### src/fss_pkg.sv
// ----------------------------------------------------------------------------
// fss_pkg
// Shared types, constants and character helpers for the fuzzy subsequence
// scorer.
// ----------------------------------------------------------------------------
package fss_pkg;

    localparam int CHAR_W  = 8;
    localparam int SCORE_W = 10;
    localparam int LEN_W   = 5;
    localparam int GAP_W   = 3;
    localparam int CFG_W   = 64;
    localparam int CFG_IDX_W = 2;

    // configuration register indexes
    localparam logic [CFG_IDX_W-1:0] CFG_QUERY_LOW  = 2'd0;
    localparam logic [CFG_IDX_W-1:0] CFG_QUERY_HIGH = 2'd1;
    localparam logic [CFG_IDX_W-1:0] CFG_QUERY_LEN  = 2'd2;

    localparam logic [CHAR_W-1:0] CHAR_SPACE = 8'h20;
    localparam logic [LEN_W-1:0]  LEN_CAP    = 5'd24;
    localparam logic [GAP_W-1:0]  GAP_CAP    = 3'd4;

    localparam logic signed [5:0] ADD_BASE     = 6'sd1;
    localparam logic signed [5:0] ADD_CONSEC   = 6'sd6;
    localparam logic signed [5:0] ADD_START    = 6'sd12;
    localparam logic signed [5:0] ADD_BOUNDARY = 6'sd8;

    localparam logic signed [SCORE_W-1:0] SCORE_NONE = -10'sd1;

    typedef struct packed {
        logic signed [SCORE_W-1:0] score;
        logic                      matched;
    } result_t;

    function automatic logic [CHAR_W-1:0] fold(input logic [CHAR_W-1:0] c);
        if (c >= 8'h41 && c <= 8'h5A)
        begin
            return c + 8'd32;
        end
        return c;
    endfunction

    function automatic logic is_alnum(input logic [CHAR_W-1:0] c);
        return (c >= 8'h61 && c <= 8'h7A) || (c >= 8'h41 && c <= 8'h5A) ||
               (c >= 8'h30 && c <= 8'h39);
    endfunction

    // (24 - len) / 3 for len in 0..24
    function automatic logic [3:0] length_bonus(input logic [LEN_W-1:0] len);
        logic [3:0] b;
        case (len) inside
            [5'd0:5'd0]:   b = 4'd8;
            [5'd1:5'd3]:   b = 4'd7;
            [5'd4:5'd6]:   b = 4'd6;
            [5'd7:5'd9]:   b = 4'd5;
            [5'd10:5'd12]: b = 4'd4;
            [5'd13:5'd15]: b = 4'd3;
            [5'd16:5'd18]: b = 4'd2;
            [5'd19:5'd21]: b = 4'd1;
            default:       b = 4'd0;
        endcase
        return b;
    endfunction

endpackage

### src/fss_query.sv
// ----------------------------------------------------------------------------
// fss_query
// Query configuration registers, with folded characters and the mask of
// non-space positions inside the active length.
// ----------------------------------------------------------------------------
module fss_query #(
    parameter int MAX_QUERY = 16
) (
    input  logic                                clk,
    input  logic                                rst_n,
    input  logic                                cfg_we,
    input  logic [fss_pkg::CFG_IDX_W-1:0]       cfg_index,
    input  logic [fss_pkg::CFG_W-1:0]           cfg_data,
    output logic [MAX_QUERY-1:0][fss_pkg::CHAR_W-1:0] q_chars,
    output logic [MAX_QUERY-1:0]                q_mask,
    output logic                                q_empty
);
    localparam int PosW = $clog2(MAX_QUERY + 1);

    logic [fss_pkg::CFG_W-1:0] low_reg;
    logic [fss_pkg::CFG_W-1:0] high_reg;
    logic [fss_pkg::LEN_W-1:0] len_reg;
    logic [PosW-1:0]           qlen;

    always_ff @(posedge clk or negedge rst_n)
    begin
        if (!rst_n)
        begin
            low_reg  <= '0;
            high_reg <= '0;
            len_reg  <= '0;
        end
        else if (cfg_we)
        begin
            case (cfg_index)
                fss_pkg::CFG_QUERY_LOW:  low_reg  <= cfg_data;
                fss_pkg::CFG_QUERY_HIGH: high_reg <= cfg_data;
                fss_pkg::CFG_QUERY_LEN:  len_reg  <= cfg_data[fss_pkg::LEN_W-1:0];
                default: ;
            endcase
        end
    end

    // clamp an oversized length to the query capacity
    assign qlen = (len_reg > fss_pkg::LEN_W'(MAX_QUERY)) ? PosW'(MAX_QUERY)
                                                           : PosW'(len_reg);
    assign q_empty = (qlen == '0);

    for (genvar i = 0; i < MAX_QUERY; i++)
    begin : g_char
        logic [fss_pkg::CHAR_W-1:0] raw;
        if (i < 8)
        begin : g_low
            assign raw = low_reg[i*8 +: 8];
        end
        else
        begin : g_high
            assign raw = high_reg[(i-8)*8 +: 8];
        end
        assign q_chars[i] = fss_pkg::fold(raw);
        assign q_mask[i]  = (q_chars[i] != fss_pkg::CHAR_SPACE) && (PosW'(i) < qlen);
    end

endmodule

### src/fss_step.sv
// ----------------------------------------------------------------------------
// fss_step
// Per-character match and score update; holds the running string state and
// forms the result on the final item.
// ----------------------------------------------------------------------------
module fss_step #(
    parameter int MAX_QUERY = 16
) (
    input  logic                                clk,
    input  logic                                rst_n,
    input  logic                                accept,
    input  logic [fss_pkg::CHAR_W-1:0]          text_char,
    input  logic                                no_char,
    input  logic                                last_char,
    input  logic [MAX_QUERY-1:0][fss_pkg::CHAR_W-1:0] q_chars,
    input  logic [MAX_QUERY-1:0]                q_mask,
    input  logic                                q_empty,
    output logic                                res_valid,
    output fss_pkg::result_t                    res
);
    localparam int PosW = $clog2(MAX_QUERY + 1);

    logic [PosW-1:0]                  pos_reg, pos_next;
    logic signed [fss_pkg::SCORE_W-1:0] sum_reg, sum_next;
    logic [fss_pkg::LEN_W-1:0]        len_reg, len_next;
    logic [fss_pkg::GAP_W-1:0]        gap_reg, gap_next;
    logic                             pm_reg, pm_next;
    logic                             pa_reg, pa_next;

    logic                             found;
    logic [PosW-1:0]                  p;
    logic [fss_pkg::CHAR_W-1:0]       qc;
    logic                             hit;
    logic signed [5:0]                add;
    logic                             done;
    logic signed [fss_pkg::SCORE_W-1:0] final_score;

    // first non-space query position at or after the current one
    always_comb
    begin
        found = 1'b0;
        p     = '0;
        qc    = '0;
        for (int i = MAX_QUERY - 1; i >= 0; i--)
        begin
            if (q_mask[i] && (PosW'(i) >= pos_reg))
            begin
                found = 1'b1;
                p     = PosW'(i);
                qc    = q_chars[i];
            end
        end
        if (!found)
        begin
            p = PosW'(MAX_QUERY);
            for (int i = 0; i < MAX_QUERY; i++)
            begin
                if (q_mask[i] || (i == 0))
                begin
                    p = (q_mask[i] || i == 0) ? p : p;
                end
            end
        end
    end

    assign hit = found && (fss_pkg::fold(text_char) == qc);

    always_comb
    begin
        add = fss_pkg::ADD_BASE - $signed({3'b000, gap_reg});
        if (pm_reg)
        begin
            add = add + fss_pkg::ADD_CONSEC;
        end
        if (len_reg == '0)
        begin
            add = add + fss_pkg::ADD_START;
        end
        else if (!pa_reg)
        begin
            add = add + fss_pkg::ADD_BOUNDARY;
        end
    end

    always_comb
    begin
        if (hit)
        begin
            pos_next = PosW'(p + 1'b1);
            sum_next = sum_reg + fss_pkg::SCORE_W'(add);
            gap_next = 3'd1;
        end
        else
        begin
            // past the end, pos only needs to sit beyond every mask bit
            pos_next = found ? p : pos_reg;
            sum_next = sum_reg;
            gap_next = (gap_reg < fss_pkg::GAP_CAP) ? gap_reg + 3'd1 : gap_reg;
        end
        pm_next  = hit;
        pa_next  = fss_pkg::is_alnum(text_char);
        len_next = (len_reg < fss_pkg::LEN_CAP) ? len_reg + 5'd1 : len_reg;
    end

    // all non-space query characters consumed
    always_comb
    begin
        done = 1'b1;
        for (int i = 0; i < MAX_QUERY; i++)
        begin
            if (q_mask[i] && (PosW'(i) >= pos_next))
            begin
                done = 1'b0;
            end
        end
    end

    assign final_score = sum_next +
                         fss_pkg::SCORE_W'(fss_pkg::length_bonus(len_next));

    assign res_valid = accept && (no_char || last_char);

    always_comb
    begin
        if (q_empty)
        begin
            res.score   = '0;
            res.matched = 1'b1;
        end
        else if (!no_char && done)
        begin
            res.score   = final_score;
            res.matched = 1'b1;
        end
        else
        begin
            res.score   = fss_pkg::SCORE_NONE;
            res.matched = 1'b0;
        end
    end

    always_ff @(posedge clk or negedge rst_n)
    begin
        if (!rst_n)
        begin
            pos_reg <= '0;
            sum_reg <= '0;
            len_reg <= '0;
            gap_reg <= '0;
            pm_reg  <= 1'b0;
            pa_reg  <= 1'b0;
        end
        else if (accept)
        begin
            if (no_char || last_char)
            begin
                pos_reg <= '0;
                sum_reg <= '0;
                len_reg <= '0;
                gap_reg <= '0;
                pm_reg  <= 1'b0;
                pa_reg  <= 1'b0;
            end
            else
            begin
                pos_reg <= pos_next;
                sum_reg <= sum_next;
                len_reg <= len_next;
                gap_reg <= gap_next;
                pm_reg  <= pm_next;
                pa_reg  <= pa_next;
            end
        end
    end

endmodule

### src/fuzzy_subsequence_scorer_unit.sv
// ----------------------------------------------------------------------------
// fuzzy_subsequence_scorer_unit
// Streaming fuzzy subsequence scorer for one configured query.
// ----------------------------------------------------------------------------
// The block takes a candidate string one character per transaction and scores
// it against the configured query (up to MAX_QUERY characters, ASCII
// case-folded, spaces in the query skipped) as a greedy subsequence match. It
// takes one character every clock cycle while s_axis_tready is high: the
// match, the score update and the length count all complete in the cycle the
// transaction is accepted, and the running string state is written back at
// that edge. On the transaction that ends the string (tlast, or tuser set for
// an empty string) the score is loaded into the output register and appears
// on the master side in the next cycle. The slave side keeps accepting while
// that result is held, unless a stalled result still occupies the output
// register. Write the query registers only while no string is in flight.
// ----------------------------------------------------------------------------
module fuzzy_subsequence_scorer_unit #(
    parameter int MAX_QUERY = 16
) (
    input  logic                          clk,
    input  logic                          rst_n,
    // configuration write port
    input  logic                          cfg_we,
    input  logic [fss_pkg::CFG_IDX_W-1:0] cfg_index,
    input  logic [fss_pkg::CFG_W-1:0]     cfg_data,
    // slave side: one text character per transaction
    input  logic                          s_axis_tvalid,
    output logic                          s_axis_tready,
    input  logic [7:0]                    s_axis_tdata,  // [7:0] text_char
    input  logic                          s_axis_tuser,  // [0] no_char
    input  logic                          s_axis_tlast,  // last_char
    // master side: one score per finished string
    output logic                          m_axis_tvalid,
    input  logic                          m_axis_tready,
    output logic [15:0]                   m_axis_tdata,  // [9:0] score, [15:10] zero
    output logic                          m_axis_tuser   // [0] matched
);

    logic [MAX_QUERY-1:0][fss_pkg::CHAR_W-1:0] q_chars;
    logic [MAX_QUERY-1:0]                      q_mask;
    logic                                      q_empty;

    logic             accept;
    logic             res_valid;
    fss_pkg::result_t res;

    logic             out_valid_reg;
    fss_pkg::result_t out_reg;

    // Query registers and their decoded form.
    fss_query #(
        .MAX_QUERY (MAX_QUERY)
    ) u_query (
        .clk       (clk),
        .rst_n     (rst_n),
        .cfg_we    (cfg_we),
        .cfg_index (cfg_index),
        .cfg_data  (cfg_data),
        .q_chars   (q_chars),
        .q_mask    (q_mask),
        .q_empty   (q_empty)
    );

    // Accept whenever the output register is free or draining this cycle.
    assign s_axis_tready = !out_valid_reg || m_axis_tready;
    assign accept        = s_axis_tvalid && s_axis_tready;

    fss_step #(
        .MAX_QUERY (MAX_QUERY)
    ) u_step (
        .clk       (clk),
        .rst_n     (rst_n),
        .accept    (accept),
        .text_char (s_axis_tdata),
        .no_char   (s_axis_tuser),
        .last_char (s_axis_tlast),
        .q_chars   (q_chars),
        .q_mask    (q_mask),
        .q_empty   (q_empty),
        .res_valid (res_valid),
        .res       (res)
    );

    // Output register: load a finished score, drop it once taken.
    always_ff @(posedge clk or negedge rst_n)
    begin
        if (!rst_n)
        begin
            out_valid_reg <= 1'b0;
        end
        else if (res_valid)
        begin
            out_valid_reg <= 1'b1;
        end
        else if (m_axis_tready)
        begin
            out_valid_reg <= 1'b0;
        end
    end

    always_ff @(posedge clk)
    begin
        if (res_valid)
        begin
            out_reg <= res;
        end
    end

    assign m_axis_tvalid = out_valid_reg;
    assign m_axis_tdata  = {6'b000000, out_reg.score};
    assign m_axis_tuser  = out_reg.matched;

endmodule
### config.mk
export PLATFORM = sky130hd
export DESIGN_NAME = fuzzy_subsequence_scorer_unit
export DESIGN_NICKNAME = d
export VERILOG_FILES = /design/src/fss_pkg.sv /design/src/fss_query.sv /design/src/fss_step.sv /design/src/fuzzy_subsequence_scorer_unit.sv
export SDC_FILE = /design/constraint.sdc
export NUM_CORES = 1
export LEC_CHECK = 0
export BUFFER_PORTS_ARGS = -buffer_cell sky130_fd_sc_hd__buf_2
export CAP_MARGIN = 15
export CORE_MARGIN = 2
export CORE_UTILIZATION = 45
export CTS_BUF_LIST = sky130_fd_sc_hd__clkbuf_8
export DETAILED_ROUTE_END_ITERATION = 8
export SETUP_SLACK_MARGIN = 0.02
export SYNTH_ARGS = -nofsm -noshare
export SYNTH_HDL_FRONTEND = slang
export SYNTH_SLANG_ARGS = --single-unit
### constraint.sdc
create_clock -name clk -period 7.8 [get_ports clk]
set_clock_uncertainty 0.15 [all_clocks]
set_input_delay 0.78 -clock clk [delete_from_list [all_inputs] [get_ports clk]]
set_output_delay 0.78 -clock clk [all_outputs]
set_load 0.01 [all_outputs]
==> run_results.csv, run 1 <==
group,metric,value,unit
outcome,run_status,"complete, no violations",
layout,fillerInstances,2485,
sta,tns,0,ns
sta,grt_setup_unrepaired,"false",
route,vias_cell,6.43,
worst_setup_path,cp_num_buf_inv,0,
worst_setup_path,kind_of_end_point_of_the_critical_path,"flop",
power_and_ir_drop,p_switching,1.25,mW
synthesis,synth.cell_area,11900,um2
sta,fmax,135,MHz
sta,relSlewSlack,32.9,%
power_and_ir_drop,total_power,2.98,mW
synthesis,ys_seq_elements,170,
global_route,grt_start_max_net_pins,90,
route,detail_route.drc_violations,0,
clock_network,clock_latency,0.48,ns
worst_setup_path,path_delay_family,"simple AND/OR/NAND/NOR gates",
worst_setup_path,timing.rr.end,"m_axis_tdata[6]$_SDFFCE_PN0P_",
route,route.vias.total,10900,
layout,layout.cell_area.non_filler,13000,um2
placement,gp_congestion,1.02,
worst_setup_path,worst-r2r-cell-count,20,
clock_network,numClockSinks,170,
sta,post-route-min-period,7.43,ns
global_route,grt_usage,29.2,%
job,cap_violations,0,
power_and_ir_drop,max_ir_drop_vdd,0.145,mV
global_route,grt.overflow.total,0,
placement,buffer_ports.inserted,93,
layout,final_common_cell,"dfrtp_1",
clock_network,cts-buffers-inserted,17,
worst_setup_path,worstPathMaxFanout,15,
clock_network,clock_transition_at_the_register_clock_pins_on_the_worst_setup_and_hold_paths_after_cts,0.11,ns
route,number_of_drc_markers_in_iteration_0,1097,
worst_setup_path,path_cells,"nor3_1, a22oi_1, nand3_1, nand2_1, a31oi_1, o211ai_1, a2111oi_0, mux2_2, and3_1, nand2_1, mux2_1, ha_1, fa_1, a21o_1, a21o_1, nand2_1, a21oi_1, xnor2_1, mux2i_1, o21a_1",
worst_setup_path,setup.reg_to_reg.worst_slack,0.37,ns
worst_hold_path,timing.hold.worst.class,"input port to async pin",
clock_network,cts_setup_buffers,0,
worst_setup_path,crit_path_top_delay_cell,"nor3_1",
clock_network,hold_buffers,0,
sta,final-setup-viol-count,0,
layout,fraction_of_final_layout_cells_sized_beyond_drive_strength_1,22.6,%
clock_network,cts-htree-levels,4,
floorplanning,die_h,167,um
sta,report.final.hold_viol_count,0,
synthesis,synthesis.instances,1270,
layout,syn_to_final_growth,9.57,%
layout,final-seq-area,4310,um2
global_route,global_route_wire_length_before_repair,63000,um
sta,whs,0.186,ns
global_route,grt_antenna_before_repair,0,
worst_setup_path,critical_path_start_type,"flop",
route,postRouteAntennaNets,0,
synthesis,syn_avg_cell_area,9.37,um2
floorplanning,initial_core_util,45.8,%
floorplanning,num_rows,59,
global_route,grt.met1_usage,40.9,%
worst_setup_path,timing.critical_path.mode_cell,"nand2_1",
layout,multi_input_comb_area,7180,um2
layout,layout.nets,1463,
floorplanning,floorplan.io_pins,100,
synthesis,yosys_most_used_dff,"dfrtp_1",
worst_setup_path,cp_slowest_stage_delay,0.78,ns
power_and_ir_drop,seqPwrFrac,41.8,%
sta,final_min_period_over_clock_period,95.3,%
global_route,vias_in_the_first_global_route,10400,
power_and_ir_drop,p_per_area,229,nW/um2
layout,mostFrequentLayoutCells,"159 x dfrtp_1, 130 x mux2_2, 108 x nand2_1",
sta,final-max-slew-violation-count,0,
power_and_ir_drop,p_comb_share,35.6,%
global_route,groute.layer.met3.usage,3.92,%
power_and_ir_drop,p_int,1.74,mW
floorplanning,die_x,167,um
layout,finish.utilization,50.2,%
placement,placed_cell_area,12600,um2
global_route,grtUsageMet2,46.6,%
power_and_ir_drop,switching_part_of_the_total,41.7,%
worst_setup_path,rr_startpoint,"u_query.len_reg[2]$_DFFE_PN0P_",
synthesis,synth.yosys.warnings,0,
worst_setup_path,path_class,"flop to flop",
route,routed_wire_length_per_instance,24.0,um
synthesis,synth_sequential_area_ratio,36.2,%
clock_network,cts_tree,"built",
clock_network,clockRootBuffer,"clkbuf_8",
route,totalWireLength,40500,um
clock_network,clock_path_buffers,2,
synthesis,yosys.cell_types.count,87,
worst_setup_path,timing.critical_path.required,7.87,ns
placement,place_hpwl,31600,um
global_route,globalRoute.busiestLayer,"met2",
synthesis,synth_enable_flop_cells,11,
layout,num_antenna_cells,0,
floorplanning,core_area,26000,um2
synthesis,synthArstFlopShare,93.5,%
power_and_ir_drop,static-leakage-power,5.27,nW
clock_network,cts.repair.resized,0,
power_and_ir_drop,clkPwrFrac,22.6,%
floorplanning,design.die.area,27800,um2
route,dr.pass1.iters,6,
sta,worstMarginPinSlew,1.00,ns
worst_setup_path,crit_arrival,7.51,ns
-- synthesized netlist by cell type, types with 11 or more instances --
cell type / count / share of area (%)
nor2_1: 86 / 2.7
o21ai_0: 71 / 3.0
inv_1: 34 / 1.1
nor3_1: 33 / 1.4
o211ai_1: 16 / 1.0
xnor2_1: 19 / 1.4
nand2_1: 108 / 3.4
dfrtp_1: 159 / 33
nand3_1: 35 / 1.5
a21oi_1: 72 / 3.0
and2_1: 11 / 0.58
or4_1: 21 / 1.3
nor4_1: 17 / 0.89
nand2b_1: 24 / 1.3
a31oi_1: 19 / 1.0
or3_1: 11 / 0.58
xor2_1: 12 / 0.88
a21o_1: 13 / 0.82
mux2_2: 130 / 12
o41ai_1: 11 / 0.81
edfxtp_1: 11 / 2.8
a211oi_1: 14 / 0.88
clkbuf_1: 40 / 1.3
o21a_1: 16 / 1.0
ha_1: 37 / 3.9
o22ai_1: 17 / 0.89
-- power by group through the flow --
stage	clock, mW	sequential, mW	combinational, mW
floorplan	0	1.17	0.734
global placement	0	1.25	1.04
detailed placement	0	1.26	1.04
CTS	0.688	1.24	1.04
global route	0.731	1.27	1.14
finish	0.675	1.25	1.06
-- layout make-up --
cell class,count,share of cell area [%]
clock inverter,14,1.22
tap,335,3.21
multi-input combinational,1011,55.1
sequential,170,33.1
inverter,34,0.979
timing repair buffer,109,4.54
clock buffer,18,1.90
-- through the flow --
stage	instances	worst slack, ns
after floorplan	1275	2.02
after global placement	1659	0.602
after detailed placement	1659	0.678
after CTS	1691	0.589
after global routing	1691	0.151
final	1691	0.369
-- logic make-up after synthesis --
kind of cell,share of synthesized area [%]
AND/OR/NAND/NOR,19.3
AO/OA/AOI/OAI,21.3
flip-flops,36.2
multiplexers,13.0
buffers and inverters,3.62
adder cells (fa/ha/maj),4.23
XOR/XNOR,2.28
other,0.0315
-- layer usage --
layer	vias to the layer above	part of all wire [%]
met5	-	0
met4	0	3.4
met3	80	6.5
met2	428	46
met1	5389	44
li1	4976	-
-- worst max path at each step --
stage / endpoint / cells after the start / from / slack [ns]
2_1_floorplan: m_axis_tdata[6]$_SDFFCE_PN0P_ / 23 / u_query.high_reg[1]$_DFFE_PN0P_ / 2.02
3_3_place_gp: m_axis_tdata[6]$_SDFFCE_PN0P_ / 20 / u_query.len_reg[2]$_DFFE_PN0P_ / 0.60
3_5_place_dp: m_axis_tdata[6]$_SDFFCE_PN0P_ / 20 / u_query.len_reg[2]$_DFFE_PN0P_ / 0.68
4_1_cts: m_axis_tdata[6]$_SDFFCE_PN0P_ / 20 / u_query.len_reg[2]$_DFFE_PN0P_ / 0.59
5_1_grt: m_axis_tdata[6]$_SDFFCE_PN0P_ / 20 / u_query.len_reg[2]$_DFFE_PN0P_ / 0.15
6_report: m_axis_tdata[6]$_SDFFCE_PN0P_ / 20 / u_query.len_reg[2]$_DFFE_PN0P_ / 0.37
Note: power is estimated with default switching activity, not from simulation.
==> run 2, diff against run 1 <==
--- a/config.mk
+++ b/config.mk
@@ -9,7 +9,6 @@
 export CAP_MARGIN = 15
 export CORE_MARGIN = 2
 export CORE_UTILIZATION = 45
-export CTS_BUF_LIST = sky130_fd_sc_hd__clkbuf_8
 export DETAILED_ROUTE_END_ITERATION = 8
 export SETUP_SLACK_MARGIN = 0.02
 export SYNTH_ARGS = -nofsm -noshare
==> run_results.csv, run 2 (same netlist as run 1, synthesis figures left out) <==
group,metric,value,unit
clock_network,cts-buffers-inserted,17,
power_and_ir_drop,clkPwrFrac,27.5,%
layout,layout.nets,1463,
layout,fraction_of_final_layout_cells_sized_beyond_drive_strength_1,22.6,%
worst_setup_path,timing.rr.end,"m_axis_tdata[6]$_SDFFCE_PN0P_",
global_route,grt_start_max_net_pins,90,
floorplanning,design.die.area,27800,um2
route,number_of_drc_markers_in_iteration_0,1089,
worst_setup_path,path_class,"flop to flop",
sta,final-setup-viol-count,0,
route,route.vias.total,10900,
placement,buffer_ports.inserted,93,
route,routed_wire_length_per_instance,23.9,um
global_route,vias_in_the_first_global_route,10400,
route,totalWireLength,40500,um
worst_setup_path,setup.reg_to_reg.worst_slack,0.48,ns
global_route,grt_usage,29.2,%
clock_network,clock_latency,0.44,ns
route,vias_cell,6.45,
worst_setup_path,kind_of_end_point_of_the_critical_path,"flop",
power_and_ir_drop,static-leakage-power,5.35,nW
floorplanning,num_rows,59,
clock_network,numClockSinks,170,
layout,syn_to_final_growth,11.1,%
worst_setup_path,worstPathMaxFanout,15,
sta,fmax,137,MHz
worst_setup_path,timing.critical_path.required,7.84,ns
route,dr.pass1.iters,7,
layout,layout.cell_area.non_filler,13200,um2
sta,final-max-slew-violation-count,0,
global_route,grt_antenna_before_repair,0,
sta,worstMarginPinSlew,1.02,ns
clock_network,cts-htree-levels,4,
floorplanning,die_h,167,um
clock_network,hold_buffers,0,
sta,tns,0,ns
worst_setup_path,crit_arrival,7.36,ns
worst_setup_path,rr_startpoint,"u_query.len_reg[2]$_DFFE_PN0P_",
power_and_ir_drop,switching_part_of_the_total,39.9,%
power_and_ir_drop,p_int,1.92,mW
floorplanning,floorplan.io_pins,100,
clock_network,clock_path_buffers,2,
global_route,grt.overflow.total,0,
layout,num_antenna_cells,0,
job,cap_violations,0,
sta,final_min_period_over_clock_period,93.9,%
power_and_ir_drop,p_switching,1.27,mW
clock_network,cts.repair.resized,0,
power_and_ir_drop,p_per_area,241,nW/um2
outcome,run_status,"complete, no violations",
layout,final_common_cell,"dfrtp_1",
route,detail_route.drc_violations,0,
sta,post-route-min-period,7.32,ns
worst_setup_path,worst-r2r-cell-count,20,
power_and_ir_drop,p_comb_share,33.3,%
placement,placed_cell_area,12600,um2
floorplanning,initial_core_util,45.8,%
placement,gp_congestion,1.02,
clock_network,clockRootBuffer,"clkbuf_16",
worst_setup_path,critical_path_start_type,"flop",
power_and_ir_drop,total_power,3.19,mW
worst_hold_path,timing.hold.worst.class,"input port to async pin",
power_and_ir_drop,seqPwrFrac,39.1,%
clock_network,cts_tree,"built",
placement,place_hpwl,31600,um
route,postRouteAntennaNets,0,
sta,relSlewSlack,31.8,%
clock_network,clock_transition_at_the_register_clock_pins_on_the_worst_setup_and_hold_paths_after_cts,0.08,ns
floorplanning,core_area,26000,um2
layout,mostFrequentLayoutCells,"159 x dfrtp_1, 130 x mux2_2, 108 x nand2_1",
global_route,global_route_wire_length_before_repair,63000,um
clock_network,cts_setup_buffers,0,
power_and_ir_drop,max_ir_drop_vdd,0.153,mV
sta,grt_setup_unrepaired,"false",
sta,report.final.hold_viol_count,0,
floorplanning,die_x,167,um
## run 2: changes by cell type in the layout (fill, tap and decap cells not counted)
cell,previous run,this run
inv_1,35,34
bufinv_16,2,1
clkbuf_8,18,1
clkbuf_16,0,18
clkbuf_1,0,1
## run 2: worst max path at each step
stage                                               start                             to  slack, ns  cells past startpoint
after floorplan           u_query.high_reg[1]$_DFFE_PN0P_  m_axis_tdata[6]$_SDFFCE_PN0P_       2.02                     23
after global placement     u_query.len_reg[2]$_DFFE_PN0P_  m_axis_tdata[6]$_SDFFCE_PN0P_       0.60                     20
after detailed placement   u_query.len_reg[2]$_DFFE_PN0P_  m_axis_tdata[6]$_SDFFCE_PN0P_       0.68                     20
after CTS                  u_query.len_reg[2]$_DFFE_PN0P_  m_axis_tdata[6]$_SDFFCE_PN0P_       0.60                     20
after global routing       u_query.len_reg[2]$_DFFE_PN0P_  m_axis_tdata[6]$_SDFFCE_PN0P_       0.16                     20
final                      u_query.len_reg[2]$_DFFE_PN0P_  m_axis_tdata[6]$_SDFFCE_PN0P_       0.48                     20
## run 2: metrics by stage
step / setup slack, ns / cells / hold slack, ns / utilization [%]
after floorplan: 2.02 / 1275 / 0.327 / -
after global placement: 0.602 / 1659 / 0.366 / 48.6
after detailed placement: 0.678 / 1659 / 0.373 / 48.6
after CTS: 0.596 / 1691 / 0.271 / 50.9
after global routing: 0.161 / 1691 / 0.310 / 50.9
final: 0.479 / 1691 / 0.224 / 50.9
## run 2: power by group through the flow
| stage | clock, mW | sequential (mW) | combinational (mW) |
|---|---|---|---|
| 2_1_floorplan | 0 | 1.17 | 0.734 |
| 3_3_place_gp | 0 | 1.25 | 1.04 |
| 3_5_place_dp | 0 | 1.26 | 1.04 |
| 4_1_cts | 0.894 | 1.24 | 1.04 |
| 5_1_grt | 0.936 | 1.27 | 1.14 |
| 6_report | 0.878 | 1.25 | 1.06 |
## run 2: final cells by class
cell class,instances,area (um2)
repair buffers,109,592
flip-flops and latches,170,4310
clock inverters,12,125
multi-input cells,1011,7180
well taps,335,419
inverters,34,128
clock buffers,20,468
fillers,2473,12800
## run 2: worst max-delay path, stage by stage, from the launching register on
cell and delay (ns):
dfrtp_1 0.52, nor3_1 0.78, a22oi_1 0.34, nand3_1 0.50, nand2_1 0.32, a31oi_1 0.40, o211ai_1 0.18, a2111oi_0 0.63
mux2_2 0.43, and3_1 0.31, nand2_1 0.50, mux2_1 0.40, ha_1 0.23, fa_1 0.40, a21o_1 0.18, a21o_1 0.21
nand2_1 0.08, a21oi_1 0.05, xnor2_1 0.15, mux2i_1 0.10, o21a_1 0.19
## run 2: layer usage
metal  global-route usage (%)  vias up  part of all wire [%]
li1                         -     4976                     -
met1                     40.8     5411                    45
met2                     46.5      441                    46
met3                     3.78       75                   5.9
met4                     10.6        0                   3.3
met5                        0        -                     0
==> run 3, diff against run 2 <==
--- a/config.mk
+++ b/config.mk
@@ -10,6 +10,7 @@
 export CORE_MARGIN = 2
 export CORE_UTILIZATION = 45
 export DETAILED_ROUTE_END_ITERATION = 8
+export PLACE_DENSITY = 0.7
 export SETUP_SLACK_MARGIN = 0.02
 export SYNTH_ARGS = -nofsm -noshare
 export SYNTH_HDL_FRONTEND = slang
==> run_results.csv, run 3 (same netlist as run 1, synthesis figures left out) <==
group,metric,value,unit
power_and_ir_drop,max_ir_drop_vdd,0.131,mV
clock_network,clockRootBuffer,"clkbuf_16",
layout,mostFrequentLayoutCells,"159 x dfrtp_1, 130 x mux2_2, 108 x nand2_1",
power_and_ir_drop,p_comb_share,33.4,%
worst_setup_path,path_class,"flop to flop",
placement,place_hpwl,30100,um
route,totalWireLength,38800,um
global_route,vias_in_the_first_global_route,10500,
worst_setup_path,cp_slowest_stage_delay,0.69,ns
worst_setup_path,worstPathMaxFanout,17,
worst_setup_path,crit_arrival,6.90,ns
route,route.vias.total,11000,
clock_network,cts-buffers-inserted,17,
layout,layout.nets,1457,
worst_setup_path,crit_path_top_delay_cell,"nor3_1",
worst_setup_path,kind_of_end_point_of_the_critical_path,"flop",
sta,final-setup-viol-count,0,
power_and_ir_drop,static-leakage-power,5.30,nW
layout,num_antenna_cells,0,
power_and_ir_drop,seqPwrFrac,40.2,%
worst_setup_path,path_delay_family,"simple AND/OR/NAND/NOR gates",
clock_network,cts-htree-levels,4,
clock_network,cts.repair.resized,0,
sta,relSlewSlack,35.5,%
floorplanning,core_area,26000,um2
floorplanning,die_x,167,um
sta,post-route-min-period,6.87,ns
route,number_of_drc_markers_in_iteration_0,1192,
route,routed_wire_length_per_instance,23.0,um
placement,post-place-cells,1653,
floorplanning,floorplan.io_pins,100,
layout,fillerInstances,2465,
worst_setup_path,crit_start,"u_query.len_reg[2]$_DFFE_PN0P_",
layout,syn_to_final_growth,10.4,%
clock_network,clock_transition_at_the_register_clock_pins_on_the_worst_setup_and_hold_paths_after_cts,0.07,ns
global_route,grt_start_max_net_pins,93,
worst_hold_path,timing.hold.worst.class,"input port to async pin",
sta,report.final.hold_viol_count,0,
sta,fmax,146,MHz
power_and_ir_drop,p_switching,1.25,mW
worst_setup_path,setup.reg_to_reg.worst_slack,0.93,ns
placement,buffer_ports.inserted,93,
clock_network,clock_path_buffers,2,
clock_network,hold_buffers,0,
route,postRouteAntennaNets,0,
worst_setup_path,worst-r2r-cell-count,20,
outcome,run_status,"complete, no violations",
sta,grt_setup_unrepaired,"false",
power_and_ir_drop,p_int,1.86,mW
power_and_ir_drop,p_per_area,237,nW/um2
global_route,grt_antenna_before_repair,1,
global_route,grt_usage,28.0,%
worst_setup_path,critical_path_start_type,"flop",
layout,stdcell_count,1685,
clock_network,clock_latency,0.44,ns
route,dr.pass1.iters,6,
worst_setup_path,endpoint,"m_axis_tdata[6]$_SDFFCE_PN0P_",
worst_setup_path,timing.critical_path.required,7.84,ns
floorplanning,die_h,167,um
floorplanning,design.die.area,27800,um2
power_and_ir_drop,switching_part_of_the_total,40.3,%
placement,gp_congestion,1.07,
global_route,global_route_wire_length_before_repair,61000,um
clock_network,cts_tree,"built",
global_route,grt.overflow.total,0,
route,vias_cell,6.53,
sta,final_min_period_over_clock_period,88.0,%
floorplanning,initial_core_util,45.8,%
worst_setup_path,timing.rr.end,"m_axis_tdata[6]$_SDFFCE_PN0P_",
sta,worstMarginPinSlew,0.964,ns
clock_network,numClockSinks,170,
layout,final_common_cell,"dfrtp_1",
route,detail_route.drc_violations,0,
worst_setup_path,path_cells,"nor3_1, a22oi_1, nand3_1, nand2_1, a31oi_1, o211ai_1, a2111oi_0, mux2_2, and3_1, nand2_1, mux2_1, ha_1, fa_1, a21o_1, a21o_1, nand2_1, a21oi_1, xnor2_1, mux2i_1, o21a_1",
worst_setup_path,cp_num_cells,20,
worst_setup_path,rr_startpoint,"u_query.len_reg[2]$_DFFE_PN0P_",
layout,fraction_of_final_layout_cells_sized_beyond_drive_strength_1,22.4,%
worst_setup_path,cp_num_buf_inv,0,
clock_network,cts_setup_buffers,0,
job,cap_violations,0,
worst_setup_path,timing.critical_path.mode_cell,"nand2_1",
sta,final-max-slew-violation-count,0,
floorplanning,num_rows,59,
power_and_ir_drop,clkPwrFrac,26.4,%
sta,tns,0,ns
-- run 3: power by group through the flow --
| stage | clock network [mW] | logic [mW] | registers, mW |
|---|---|---|---|
| floorplan | 0 | 0.734 | 1.17 |
| global placement | 0 | 1.01 | 1.25 |
| detailed placement | 0 | 1.01 | 1.26 |
| CTS | 0.833 | 1.01 | 1.24 |
| global route | 0.871 | 1.12 | 1.27 |
| finish | 0.819 | 1.04 | 1.25 |
-- run 3: per-stage QoR --
stage / power [mW] / util (%) / setup WS [ns] / area, um2 / hold WS [ns]
after CTS: 3.09 / 50.6 / 1.13 / 13100 / 0.288
final: 3.11 / 50.6 / 0.934 / 13100 / 0.255
after floorplan: 1.90 / - / 2.02 / 11900 / 0.327
after detailed placement: 2.27 / 48.4 / 1.15 / 12600 / 0.388
after global placement: 2.26 / 48.4 / 1.13 / 12600 / 0.362
after global routing: 3.26 / 50.6 / 0.505 / 13100 / 0.326
-- run 3: worst min path at each step --
stage,slack (ns),end
2_1_floorplan,0.33,m_axis_tvalid$_DFFE_PN0P_
3_3_place_gp,0.36,u_step.sum_reg[8]$_DFFE_PN0P_
3_5_place_dp,0.39,u_step.sum_reg[0]$_DFFE_PN0P_
4_1_cts,0.29,u_query.low_reg[38]$_DFFE_PN0P_
5_1_grt,0.33,u_query.low_reg[37]$_DFFE_PN0P_
6_report,0.25,u_query.low_reg[39]$_DFFE_PN0P_
-- run 3: final cells by class --
class / instances / area (um2) / area share, %
clock inverter: 14 / 113 / 0.857
inverter: 34 / 128 / 0.971
sequential: 170 / 4310 / 32.8
multi-input combinational: 1011 / 7180 / 54.7
timing repair buffer: 103 / 547 / 4.16
clock buffer: 18 / 439 / 3.34
tap: 335 / 419 / 3.19
-- run 3: routing by layer --
layer,global-route usage (%),wire length [um],up-vias
met5,0,0,-
met4,11.2,1360,0
met3,4.59,3200,94
met2,43.2,17200,561
met1,39.4,17000,5362
li1,-,-,4987
